==> src/rtl/core/sam_pkg.sv <==
`default_nettype none

package sam_pkg;

    localparam int HEIGHT_BITS_DEF = 16;

    // register map, byte address 4*index
    typedef enum logic [2:0] {
        REG_GRADIENT_GAIN = 3'd0,
        REG_MIN_SLOPE     = 3'd1,
        REG_FACING_X      = 3'd2,
        REG_FACING_Y      = 3'd3,
        REG_SPREAD_ANGLE  = 3'd4,
        REG_RAMP_GAIN     = 3'd5,
        REG_INVERT_MASK   = 3'd6
    } reg_idx_t;

    localparam logic [31:0] GRADIENT_GAIN_RST = 32'd65536;
    localparam logic [16:0] MIN_SLOPE_RST     = 17'd3277;
    localparam logic [15:0] FACING_X_RST      = 16'h0000;
    localparam logic [15:0] FACING_Y_RST      = 16'h8000;
    localparam logic [15:0] SPREAD_ANGLE_RST  = 16'd10923;
    localparam logic [23:0] RAMP_GAIN_RST     = 24'd1310663;

    // square root state: remainder and partial root
    typedef struct packed {
        logic [32:0] rem;
        logic [32:0] root;
    } sqrt_st_t;

    // restoring divider state
    typedef struct packed {
        logic [16:0] rem;
        logic [31:0] num;
        logic [15:0] den;
        logic [17:0] quo;
    } div_st_t;

    typedef struct packed {
        logic signed [26:0] x;
        logic signed [26:0] y;
        logic signed [16:0] z;
    } cordic_st_t;

    // atan(2^-i) in units of pi/32768
    function automatic logic signed [16:0] atan_entry(input int i);
        logic signed [16:0] a;
        case (i)
            0:       a = 17'sd8192;
            1:       a = 17'sd4836;
            2:       a = 17'sd2555;
            3:       a = 17'sd1297;
            4:       a = 17'sd651;
            5:       a = 17'sd326;
            6:       a = 17'sd163;
            7:       a = 17'sd81;
            8:       a = 17'sd41;
            9:       a = 17'sd20;
            10:      a = 17'sd10;
            11:      a = 17'sd5;
            12:      a = 17'sd3;
            13:      a = 17'sd1;
            default: a = 17'sd0;
        endcase
        return a;
    endfunction

    // one digit of the integer square root, trial bit 2^(30-2k)
    function automatic sqrt_st_t sqrt_step(input sqrt_st_t s, input int k);
        logic [32:0] b;
        logic [32:0] t;
        sqrt_st_t o;
        b = 33'(1) << (30 - 2 * k);
        t = s.root + b;
        o = s;
        if (s.rem >= t)
        begin
            o.rem  = s.rem - t;
            o.root = (s.root >> 1) + b;
        end
        else
        begin
            o.root = s.root >> 1;
        end
        return o;
    endfunction

    // one quotient bit j
    function automatic div_st_t div_step(input div_st_t s, input int j);
        logic [16:0] t;
        div_st_t o;
        t = {s.rem[15:0], s.num[j]};
        o = s;
        if (t >= {1'b0, s.den})
        begin
            o.rem    = t - {1'b0, s.den};
            o.quo[j] = 1'b1;
        end
        else
        begin
            o.rem = t;
        end
        return o;
    endfunction

    // arithmetic shift that truncates toward zero
    function automatic logic signed [26:0] shr0(input logic signed [26:0] v, input int s);
        logic signed [26:0] m;
        m = -v;
        return v[26] ? -(m >>> s) : (v >>> s);
    endfunction

    function automatic cordic_st_t cordic_step(input cordic_st_t s, input int i);
        cordic_st_t o;
        o = s;
        if (s.y > 0)
        begin
            o.x = s.x + shr0(s.y, i);
            o.y = s.y - shr0(s.x, i);
            o.z = s.z + atan_entry(i);
        end
        else if (s.y < 0)
        begin
            o.x = s.x - shr0(s.y, i);
            o.y = s.y + shr0(s.x, i);
            o.z = s.z - atan_entry(i);
        end
        return o;
    endfunction

endpackage

`default_nettype wire

==> src/rtl/core/sam_isqrt.sv <==
`default_nettype none

module sam_isqrt #(
    parameter int SIDE_W = 1
) (
    input  wire logic              clk,
    input  wire logic              rst_n,
    input  wire logic              en,
    input  wire logic              in_valid,
    input  wire logic [31:0]       in_rad,
    input  wire logic [SIDE_W-1:0] in_side,
    output logic                   out_valid,
    output logic [15:0]            out_root,
    output logic [SIDE_W-1:0]      out_side
);
    import sam_pkg::*;

    localparam int STAGES = 8;

    sqrt_st_t          st_reg    [0:STAGES];
    logic [SIDE_W-1:0] side_reg  [0:STAGES];
    logic              valid_reg [0:STAGES];

    always_comb
    begin
        st_reg[0].rem  = {1'b0, in_rad};
        st_reg[0].root = '0;
        side_reg[0]    = in_side;
        valid_reg[0]   = in_valid;
    end

    // two root digits per stage
    for (genvar g = 0; g < STAGES; g++)
    begin : g_stage
        always_ff @(posedge clk or negedge rst_n)
        begin
            if (!rst_n)
            begin
                valid_reg[g+1] <= 1'b0;
            end
            else if (en)
            begin
                valid_reg[g+1] <= valid_reg[g];
            end
        end

        always_ff @(posedge clk)
        begin
            if (en)
            begin
                st_reg[g+1]   <= sqrt_step(sqrt_step(st_reg[g], 2 * g), 2 * g + 1);
                side_reg[g+1] <= side_reg[g];
            end
        end
    end

    assign out_valid = valid_reg[STAGES];
    assign out_root  = st_reg[STAGES].root[15:0];
    assign out_side  = side_reg[STAGES];

endmodule

`default_nettype wire

==> config.mk <==
export PLATFORM = sky130hd
export DESIGN_NAME = sam_isqrt
export DESIGN_NICKNAME = d
export VERILOG_FILES = /design/src/rtl/core/sam_pkg.sv /design/src/rtl/core/sam_isqrt.sv
export SDC_FILE = /design/constraint.sdc
export NUM_CORES = 1
export LEC_CHECK = 0
export BUFFER_PORTS_ARGS = -buffer_cell sky130_fd_sc_hd__buf_2
export CAP_MARGIN = 20
export CELL_PAD_IN_SITES_DETAIL_PLACEMENT = 0
export CELL_PAD_IN_SITES_GLOBAL_PLACEMENT = 2
export CORE_ASPECT_RATIO = 0.75
export CORE_UTILIZATION = 46
export CTS_BUF_LIST = sky130_fd_sc_hd__clkbuf_16
export DETAILED_ROUTE_END_ITERATION = 6
export PLACE_DENSITY_LB_ADDON = 0.15
export SETUP_SLACK_MARGIN = 0.02
export SLEW_MARGIN = 20
export SYNTH_ARGS = -nofsm -noshare
export SYNTH_HDL_FRONTEND = slang
export SYNTH_SLANG_ARGS = --single-unit
==> constraint.sdc <==
create_clock -name clk -period 11.66 [get_ports clk]
set_input_delay 0.583 -clock clk [delete_from_list [all_inputs] [get_ports clk]]
set_output_delay 0.583 -clock clk [all_outputs]
set_load 0.05 [all_outputs]
==> impl_metrics.yaml <==
run_status:
  status: "completed"
floorplanning:
  die_area_um2: 46200
  core_region_area_um2: 44700
  die_w_um: 248
  ios: 55
  start_util_pct: 46.6
  die_h_um: 186
  rows: 67
timing:
  min_period_ns: 6.50
  worst_slew_pin_slew_ns: 0.936
  rsz0062_at_grt: "no"
  holdWs_ns: 0.216
  finalWorstSetupSlack_ns: 5.16
  final_hold_viol_count: 0
  setup_viol: 0
  worst_clock_skew_ns: 0.00961
  max_slew_margin_pct: 37.4
  fmax_ghz: 0.154
  drv_slew: 0
  fin_crit_sh_pct: 55.7
  fin_tns_setup_ns: 0
drt:
  drt_iter0_drc: 1216
  ant_nets: 0
  dr.pass1.iters: 5
  detail_route.wl_per_cell_um: 19.4
  routed_via_density: 5.75
  vias: 15383
  drt_wl_total_mm: 51.8
  remaining_drc_errors: 0
global_route:
  grt_max_degree: 123
  grt_pass1_wl_mm: 81.9
  overflow: 0
  grt_pass1_vias: 14656
  antenna_found_initial: 0
  grt_usage_pct: 22.5
synthesis:
  synth_top_area_cell: "edfxtp_1"
  seq_area_frac_synth_pct: 45.8
  synth.distinct_cells: 81
  synth.avg_cell_area_um2: 10.3
  synthFlopType: "edfxtp_1"
  syn-num-nets: 2208
  synth_cells: 2015
  synth_edf_count: 311
  synth-seq-cells: 319
  synth_area_leaders: "edfxtp_1 45%, ha_1 9.4%, xnor2_1 5.1%"
  ys_warn_count: 0
  synth_top_cell_area_share_pct: 44.8
  ys_async_sr_fraction_pct: 2.51
  synth.cell_area_um2: 20800
  yosysMostFrequentCell: "edfxtp_1"
  synthTopCellsByCount: "311 x edfxtp_1, 165 x nor2_1, 156 x ha_1, 143 x a21oi_1, 128 x inv_1"
clock_network:
  cts_resized: 0
  cts_root_buf: "clkbuf_16"
  cts_sinks: 319
  htree_levels: 2
  clk_latency_ns: 0.55
  cts_buffer_depth: 3
  cts_buffers: 37
  cts_tree: "yes"
  clkTransAtPathRegs_ns: 0.06
final_layout:
  diodes: 0
  fin_util_pct: 51.3
  largest_register_ffs: 287
  nets: 2253
  areaGrowthSynthToFinish_pct: 9.89
  drive_above_1_share_pct: 9.53
placement:
  place_ws_ns: 5.03
  io_buffers: 54
  place.gp.congestion: 0.892
  dp_hpwl_mm: 40.1
critical_path:
  end_kind: "flip-flop"
  worst_setup_path_start_kind: "flip-flop"
  path_class: "reg -> reg"
  r2r_start: "st_reg[184]"
  cp-startpoint: "st_reg[184]"
  worstRegToRegCells: 20
  crit_required_ns: 11.94
  r2r_end: "st_reg[129]"
  cp_max_fo: 30
  crit_arrival_ns: 6.78
  rrSetupSlack_ns: 5.16
min_path:
  whs_path_depth: 1
  holdPathEnd: "side_reg[7]"
  hold_class: "in -> reg"
  hp-start: "in_side"
pwr:
  power_density_nw_per_um2: 213
  vdd_drop_max_uv: 133
  p_leak_nw: 9.00
flow_run:
  max-cap-violations: 0
## metrics by stage
stage | power [mW] | cells | instance area [µm²]
2_1_floorplan | 3.15 | 2015 | 20800
3_3_place_gp | 3.65 | 2606 | 21600
3_5_place_dp | 3.65 | 2606 | 21600
4_1_cts | 4.89 | 2674 | 22900
5_1_grt | 5.19 | 2674 | 22900
6_report | 4.87 | 2674 | 22900
## placed cells by master (no fill, tap or decap), drive strengths merged, types with 28 or more instances in the layout
master / n
ha: 156
nand3: 47
or3: 28
nor4: 51
a21o: 54
xor2: 68
edfxtp: 311
buf: 62
inv: 137
o21ai: 81
clkbuf: 37
nand4: 36
nor3: 61
mux2: 35
nor2: 165
a21oi: 143
nand2: 125
xnor2: 122
## critical path, stage by stage (launching register included)
cell and delay, ns:
edfxtp_1 0.46, ha_1 0.43, nand3_1 0.17, or3_1 0.42, or4_1 0.50, nor3b_4 0.21
nand3_1 0.27, buf_4 0.31, nor2_1 0.06, a21oi_1 0.17, ha_1 0.34, a31o_2 0.27
a21oi_1 0.28, o21bai_1 0.13, a31oi_1 0.17, o31ai_1 0.15, a2111oi_1 0.66, and3_1 0.34
nand2_2 0.35, and4bb_1 0.38, xnor2_1 0.12
## how the worst max path moves through the flow
stage | end | slack, ns | cells after the start
floorplan | st_reg[129] | 6.38 | 21
global placement | st_reg[129] | 5.14 | 20
detailed placement | st_reg[129] | 5.03 | 20
CTS | st_reg[129] | 4.95 | 20
global route | st_reg[129] | 4.72 | 20
finish | st_reg[129] | 5.16 | 20
## report_power, final
part	switching, mW	internal, mW
Clock	0.511	0.704
Sequential	0.183	1.56
Combinational	1.12	0.796
Total	1.82	3.06
## layout make-up
cell class,instances,area [µm²]
multi-input combinational,1508,10500
tap,586,733
inverter,131,493
clock inverter,30,347
sequential,319,9540
clock buffer,37,926
fill,4078,21800
timing repair buffer,63,354
## what timing repair did
item,CTS,global route
endpoints found under the hold margin,8,0
hold buffers,1,0
setup endpoints to repair,0,0
setup buffers,0,0
## layer usage
metal | routed length, µm | vias to the layer above | part of all wire, % | track usage (%)
met2 | 21800 | 430 | 42 | 33.1
met3 | 3050 | 65 | 5.9 | 3.18
met4 | 916 | 0 | 1.8 | 4.60
met5 | 0 | - | 0 | 0
met1 | 26100 | 7294 | 50 | 35.0
li1 | - | 7594 | - | -
## cell families (layout without fill, tap and decap cells)
logic type,after synthesis,after routing,share of synthesized area (%)
buffers and inverters,188,261,3.81
XOR/XNOR,190,190,7.98
AO/OA/AOI/OAI,455,455,14.2
multiplexers,48,48,2.52
flip-flops,319,319,45.8
AND/OR/NAND/NOR,659,659,16.3
adder cells (fa/ha/maj),156,156,9.37
Power figures use the tool's default switching activity.
