File: config.mk
export PLATFORM = sky130hd
export DESIGN_NAME = sam_div
export DESIGN_NICKNAME = d
export VERILOG_FILES = /design/src/rtl/core/sam_pkg.sv /design/src/rtl/core/sam_div.sv
export SDC_FILE = /design/constraint.sdc
export NUM_CORES = 1
export LEC_CHECK = 0
export BUFFER_PORTS_ARGS = -buffer_cell sky130_fd_sc_hd__buf_2
export CAP_MARGIN = 30
export CORE_MARGIN = 3
export CORE_UTILIZATION = 69
export CTS_CLUSTER_DIAMETER = 60
export DETAILED_ROUTE_END_ITERATION = 10
export GPL_TIMING_DRIVEN = 0
export MAX_ROUTING_LAYER = met4
export PLACE_DENSITY = 0.87
export SYNTH_ARGS = -nofsm -noshare
export SYNTH_HDL_FRONTEND = slang
export SYNTH_SLANG_ARGS = --single-unit
File: constraint.sdc
create_clock -name clk -period 14.4 [get_ports clk]
set_input_delay 0.72 -clock clk [delete_from_list [all_inputs] [get_ports clk]]
set_output_delay 0.72 -clock clk [all_outputs]
set_load 0.02 [all_outputs]
File: src/rtl/core/sam_pkg.sv
`default_nettype none

package sam_pkg;

    localparam int HEIGHT_BITS_DEF = 16;

    // register map, byte address 4*index
    typedef enum logic [2:0] {
        REG_GRADIENT_GAIN = 3'd0,
        REG_MIN_SLOPE     = 3'd1,
        REG_FACING_X      = 3'd2,
        REG_FACING_Y      = 3'd3,
        REG_SPREAD_ANGLE  = 3'd4,
        REG_RAMP_GAIN     = 3'd5,
        REG_INVERT_MASK   = 3'd6
    } reg_idx_t;

    localparam logic [31:0] GRADIENT_GAIN_RST = 32'd65536;
    localparam logic [16:0] MIN_SLOPE_RST     = 17'd3277;
    localparam logic [15:0] FACING_X_RST      = 16'h0000;
    localparam logic [15:0] FACING_Y_RST      = 16'h8000;
    localparam logic [15:0] SPREAD_ANGLE_RST  = 16'd10923;
    localparam logic [23:0] RAMP_GAIN_RST     = 24'd1310663;

    // square root state: remainder and partial root
    typedef struct packed {
        logic [32:0] rem;
        logic [32:0] root;
    } sqrt_st_t;

    // restoring divider state
    typedef struct packed {
        logic [16:0] rem;
        logic [31:0] num;
        logic [15:0] den;
        logic [17:0] quo;
    } div_st_t;

    typedef struct packed {
        logic signed [26:0] x;
        logic signed [26:0] y;
        logic signed [16:0] z;
    } cordic_st_t;

    // atan(2^-i) in units of pi/32768
    function automatic logic signed [16:0] atan_entry(input int i);
        logic signed [16:0] a;
        case (i)
            0:       a = 17'sd8192;
            1:       a = 17'sd4836;
            2:       a = 17'sd2555;
            3:       a = 17'sd1297;
            4:       a = 17'sd651;
            5:       a = 17'sd326;
            6:       a = 17'sd163;
            7:       a = 17'sd81;
            8:       a = 17'sd41;
            9:       a = 17'sd20;
            10:      a = 17'sd10;
            11:      a = 17'sd5;
            12:      a = 17'sd3;
            13:      a = 17'sd1;
            default: a = 17'sd0;
        endcase
        return a;
    endfunction

    // one digit of the integer square root, trial bit 2^(30-2k)
    function automatic sqrt_st_t sqrt_step(input sqrt_st_t s, input int k);
        logic [32:0] b;
        logic [32:0] t;
        sqrt_st_t o;
        b = 33'(1) << (30 - 2 * k);
        t = s.root + b;
        o = s;
        if (s.rem >= t)
        begin
            o.rem  = s.rem - t;
            o.root = (s.root >> 1) + b;
        end
        else
        begin
            o.root = s.root >> 1;
        end
        return o;
    endfunction

    // one quotient bit j
    function automatic div_st_t div_step(input div_st_t s, input int j);
        logic [16:0] t;
        div_st_t o;
        t = {s.rem[15:0], s.num[j]};
        o = s;
        if (t >= {1'b0, s.den})
        begin
            o.rem    = t - {1'b0, s.den};
            o.quo[j] = 1'b1;
        end
        else
        begin
            o.rem = t;
        end
        return o;
    endfunction

    // arithmetic shift that truncates toward zero
    function automatic logic signed [26:0] shr0(input logic signed [26:0] v, input int s);
        logic signed [26:0] m;
        m = -v;
        return v[26] ? -(m >>> s) : (v >>> s);
    endfunction

    function automatic cordic_st_t cordic_step(input cordic_st_t s, input int i);
        cordic_st_t o;
        o = s;
        if (s.y > 0)
        begin
            o.x = s.x + shr0(s.y, i);
            o.y = s.y - shr0(s.x, i);
            o.z = s.z + atan_entry(i);
        end
        else if (s.y < 0)
        begin
            o.x = s.x - shr0(s.y, i);
            o.y = s.y + shr0(s.x, i);
            o.z = s.z - atan_entry(i);
        end
        return o;
    endfunction

endpackage

`default_nettype wire

File: src/rtl/core/sam_div.sv
`default_nettype none

module sam_div #(
    parameter int SIDE_W = 1
) (
    input  wire logic              clk,
    input  wire logic              rst_n,
    input  wire logic              en,
    input  wire logic              in_valid,
    input  wire logic [31:0]       in_num,
    input  wire logic [15:0]       in_den,
    input  wire logic [SIDE_W-1:0] in_side,
    output logic                   out_valid,
    output logic [17:0]            out_quo,
    output logic [SIDE_W-1:0]      out_side
);
    import sam_pkg::*;

    localparam int QBITS  = 18;
    localparam int STAGES = QBITS / 2;

    div_st_t           st_reg    [0:STAGES];
    logic [SIDE_W-1:0] side_reg  [0:STAGES];
    logic              valid_reg [0:STAGES];

    // quotient stays below 2^18 since the divisor is at least 2^14
    always_comb
    begin
        st_reg[0].rem = 17'(in_num[31:QBITS]);
        st_reg[0].num = in_num;
        st_reg[0].den = in_den;
        st_reg[0].quo = '0;
        side_reg[0]   = in_side;
        valid_reg[0]  = in_valid;
    end

    for (genvar g = 0; g < STAGES; g++)
    begin : g_stage
        always_ff @(posedge clk or negedge rst_n)
        begin
            if (!rst_n)
            begin
                valid_reg[g+1] <= 1'b0;
            end
            else if (en)
            begin
                valid_reg[g+1] <= valid_reg[g];
            end
        end

        always_ff @(posedge clk)
        begin
            if (en)
            begin
                st_reg[g+1]   <= div_step(div_step(st_reg[g], QBITS - 1 - 2 * g),
                                          QBITS - 2 - 2 * g);
                side_reg[g+1] <= side_reg[g];
            end
        end
    end

    assign out_valid = valid_reg[STAGES];
    assign out_quo   = st_reg[STAGES].quo;
    assign out_side  = side_reg[STAGES];

endmodule

`default_nettype wire

==> impl_metrics.tcl <==
set metrics [dict create \
    wl_per_cell_um 21.2 \
    postRouteWirelength_mm 71.1 \
    grt.total_usage_pct 32.3 \
    first_pass_iters 6 \
    antenna_found_initial 0 \
    status "completed" \
    cts_root_buf "clkbuf_16" \
    largest_reg_flops 400 \
    hold_viol_final 0 \
    die_area_um2 44900 \
    hp-start "in_side" \
    synth_edf_count 427 \
    grt_pass1_vias 21296 \
    cp.required_ps 14740 \
    rsz0062_at_grt "false" \
    synth_flop_cell "edfxtp_1" \
    place_congestion 0.999 \
    hold_path.class "input pin to register" \
    fin_crit_sh_pct 46.8 \
    cp.arrival_ps 7080 \
    worst-setup-path-type "register to register" \
    routed_via_density 6.42 \
    rows 74 \
    synthArstFlopShare_pct 2.06 \
    holdPathEnd "side_reg[8]$_DFFE_PP_" \
    core_um2 41400 \
    reg2reg_to "st_reg[660]$_DFFE_PP_" \
    pin_count 73 \
    cts_buffer_depth 3 \
    syn_nets 3008 \
    critPathMaxFanout 10 \
    ys_ff_latch 436 \
    grt_pass1_wl_mm 111 \
    r2r-start "st_reg[683]$_DFFE_PP_" \
    die_x_um 212 \
    crit_path_start_kind "register" \
    worst_pin_slew_ps 1000 \
    ff2ff_path_depth 21 \
    yosysWarnings 0 \
    start_util_pct 70.8 \
    multiInputGateArea_um2 15000 \
    diodes 0 \
    fillers 2583 \
    seq_area_frac_synth_pct 44.6 \
    ff2ff_setup_slack_ps 7660 \
    clk-insertion-delay-late_ps 610 \
    drt-initial-drc-count 2065 \
    fin_hold_ws_ps 290 \
    area_growth_pct 9.32 \
    worst_setup_path_end_kind "register" \
    tns_ps 0 \
    overflow 0 \
    clkTransAtPathRegs_ps 60 \
    fin_crit_ps 6740 \
    grt_max_degree 141 \
    cts_buffers 48 \
    syn-cell-area_um2 29300 \
    synthCells 2651 \
    nets 3134 \
    drive_above_1_share_pct 13.4 \
    dp.final_hpwl_mm 53.3 \
    fmax_mhz 148 \
    die_h_um 212 \
    slew_violations 0 \
    numPortBuffers 72 \
    clock_skew_ps 22.7 \
    ctsResizeCount 0 \
    drv_cap 0 \
    ant_nets 0 \
    syn_area_per_cell_um2 11.0 \
    fin_ws_ps 7660 \
    hold-path-cell-count 1 \
    postCtsSetupRepairBufs 0 \
    clock-sinks 436 \
    via_count 21498 \
    route.detailed.drc 0 \
    dpl_worst_slack_ps 7280 \
    cts_tree "yes" \
    htreeDepth 2 \
    setup_viol 0 \
    relSlewSlack_pct 32.4 \
    postCtsHoldBufs 1 \
    seq_area_um2 13000 \
    synth_cell_types 94 \
]
## worst max path at each step
stage,startpoint,endpoint,slack (ps),depth (start not counted)
2_1_floorplan,in_num[17],st_reg[737]$_DFFE_PP_,8690,25
3_3_place_gp,en,valid_reg[8]$_DFFE_PN0P_,6530,3
3_5_place_dp,in_den[0],st_reg[740]$_DFFE_PP_,7280,24
4_1_cts,st_reg[683]$_DFFE_PP_,st_reg[660]$_DFFE_PP_,7730,21
5_1_grt,st_reg[683]$_DFFE_PP_,st_reg[660]$_DFFE_PP_,7300,21
6_report,st_reg[683]$_DFFE_PP_,st_reg[660]$_DFFE_PP_,7660,21
## cells in the mapped netlist (16+ instances only)
library cell / n / share of area [%]
a211o_1: 16 / 0.48
a21o_1: 79 / 2.0
a21oi_1: 182 / 3.1
and3_1: 16 / 0.34
buf_4: 19 / 0.49
clkbuf_1: 22 / 0.28
edfxtp_1: 427 / 44
fa_1: 17 / 1.2
ha_1: 287 / 12
inv_1: 238 / 3.1
mux2_2: 144 / 5.5
mux2i_1: 16 / 0.55
nand2_1: 128 / 1.6
nand2b_1: 32 / 0.68
nand3_1: 41 / 0.70
nand4_1: 44 / 0.94
nor2_1: 181 / 2.3
nor2b_1: 29 / 0.62
nor3_1: 42 / 0.72
o21a_1: 46 / 1.2
o21ai_0: 133 / 2.3
o21bai_1: 27 / 0.69
or3_1: 18 / 0.38
xnor2_1: 132 / 3.9
xor2_1: 76 / 2.3
## layout by cell type (no fill, tap or decap), types with 10 or more instances in the layout
cell type,n
and3_1,16
edfxtp_1,427
buf_4,19
buf_2,77
nor4_1,12
and2_1,10
or3_1,18
a31oi_1,14
nor2b_1,29
o21ai_0,133
clkbuf_1,29
nand2_1,128
a21oi_1,182
o21bai_1,27
xnor2_1,132
fa_1,17
a211oi_1,14
ha_1,287
a21o_1,79
mux2_2,144
o21a_1,46
nand3_1,41
nor2_1,181
mux2_1,12
o31ai_1,13
clkbuf_16,48
nand2b_1,32
nor3_1,42
mux2i_1,16
o31a_1,10
nand4_1,44
inv_1,238
o211ai_1,12
xor2_1,76
a211o_1,16
## per-layer routing
| metal | vias up | global-route usage [%] | part of all wire, % |
|---|---|---|---|
| met5 | - | - | 0 |
| met4 | 0 | 15.0 | 5.2 |
| met3 | 241 | 4.83 | 6.0 |
| met2 | 877 | 54.7 | 49 |
| met1 | 10256 | 38.4 | 40 |
| li1 | 10124 | - | - |
## critical path, stage by stage (launching register included)
cell	delay [ps]
edfxtp_1	410
inv_1	170
ha_1	340
nor2b_1	160
o31a_1	230
o211ai_1	180
o21ai_0	330
nor4_1	110
nor3_2	610
clkbuf_1	600
a21oi_1	330
ha_1	380
nor2b_1	160
o21ai_0	230
and3_1	250
o31a_1	260
o221ai_1	150
a21oi_1	280
o21ai_0	190
a211oi_4	520
buf_6	240
mux2_1	350
## layout make-up
cell class / instances / area share (%)
Multi-Input combinational cell: 1921 / 46.9
Sequential cell: 436 / 40.8
Clock buffer: 55 / 3.83
Inverter: 239 / 2.80
Tap cell: 532 / 2.08
Timing Repair Buffer: 76 / 1.45
Clock inverter: 32 / 1.16
Buffer: 55 / 1.06
## per-stage QoR
stage	std cells	cell area, um2	util (%)
after global placement	3255	30300	73.2
after floorplan	2651	29300	-
after CTS	3346	32000	77.3
after global routing	3346	32000	77.3
after detailed placement	3258	30400	73.5
final	3346	32000	77.3
## cells by family after synthesis
group | Yosys count | share of synthesized area [%]
flops | 436 | 44.6
mux | 181 | 7.01
buf+inv | 294 | 4.22
compound gates | 655 | 15.2
xor+xnor | 208 | 6.22
simple gates | 573 | 9.41
fa+ha+maj | 304 | 13.4
Power is left out: the tool's default activity adds up to more than one toggle a clock period on the data nets, which glitch-free logic cannot reach.
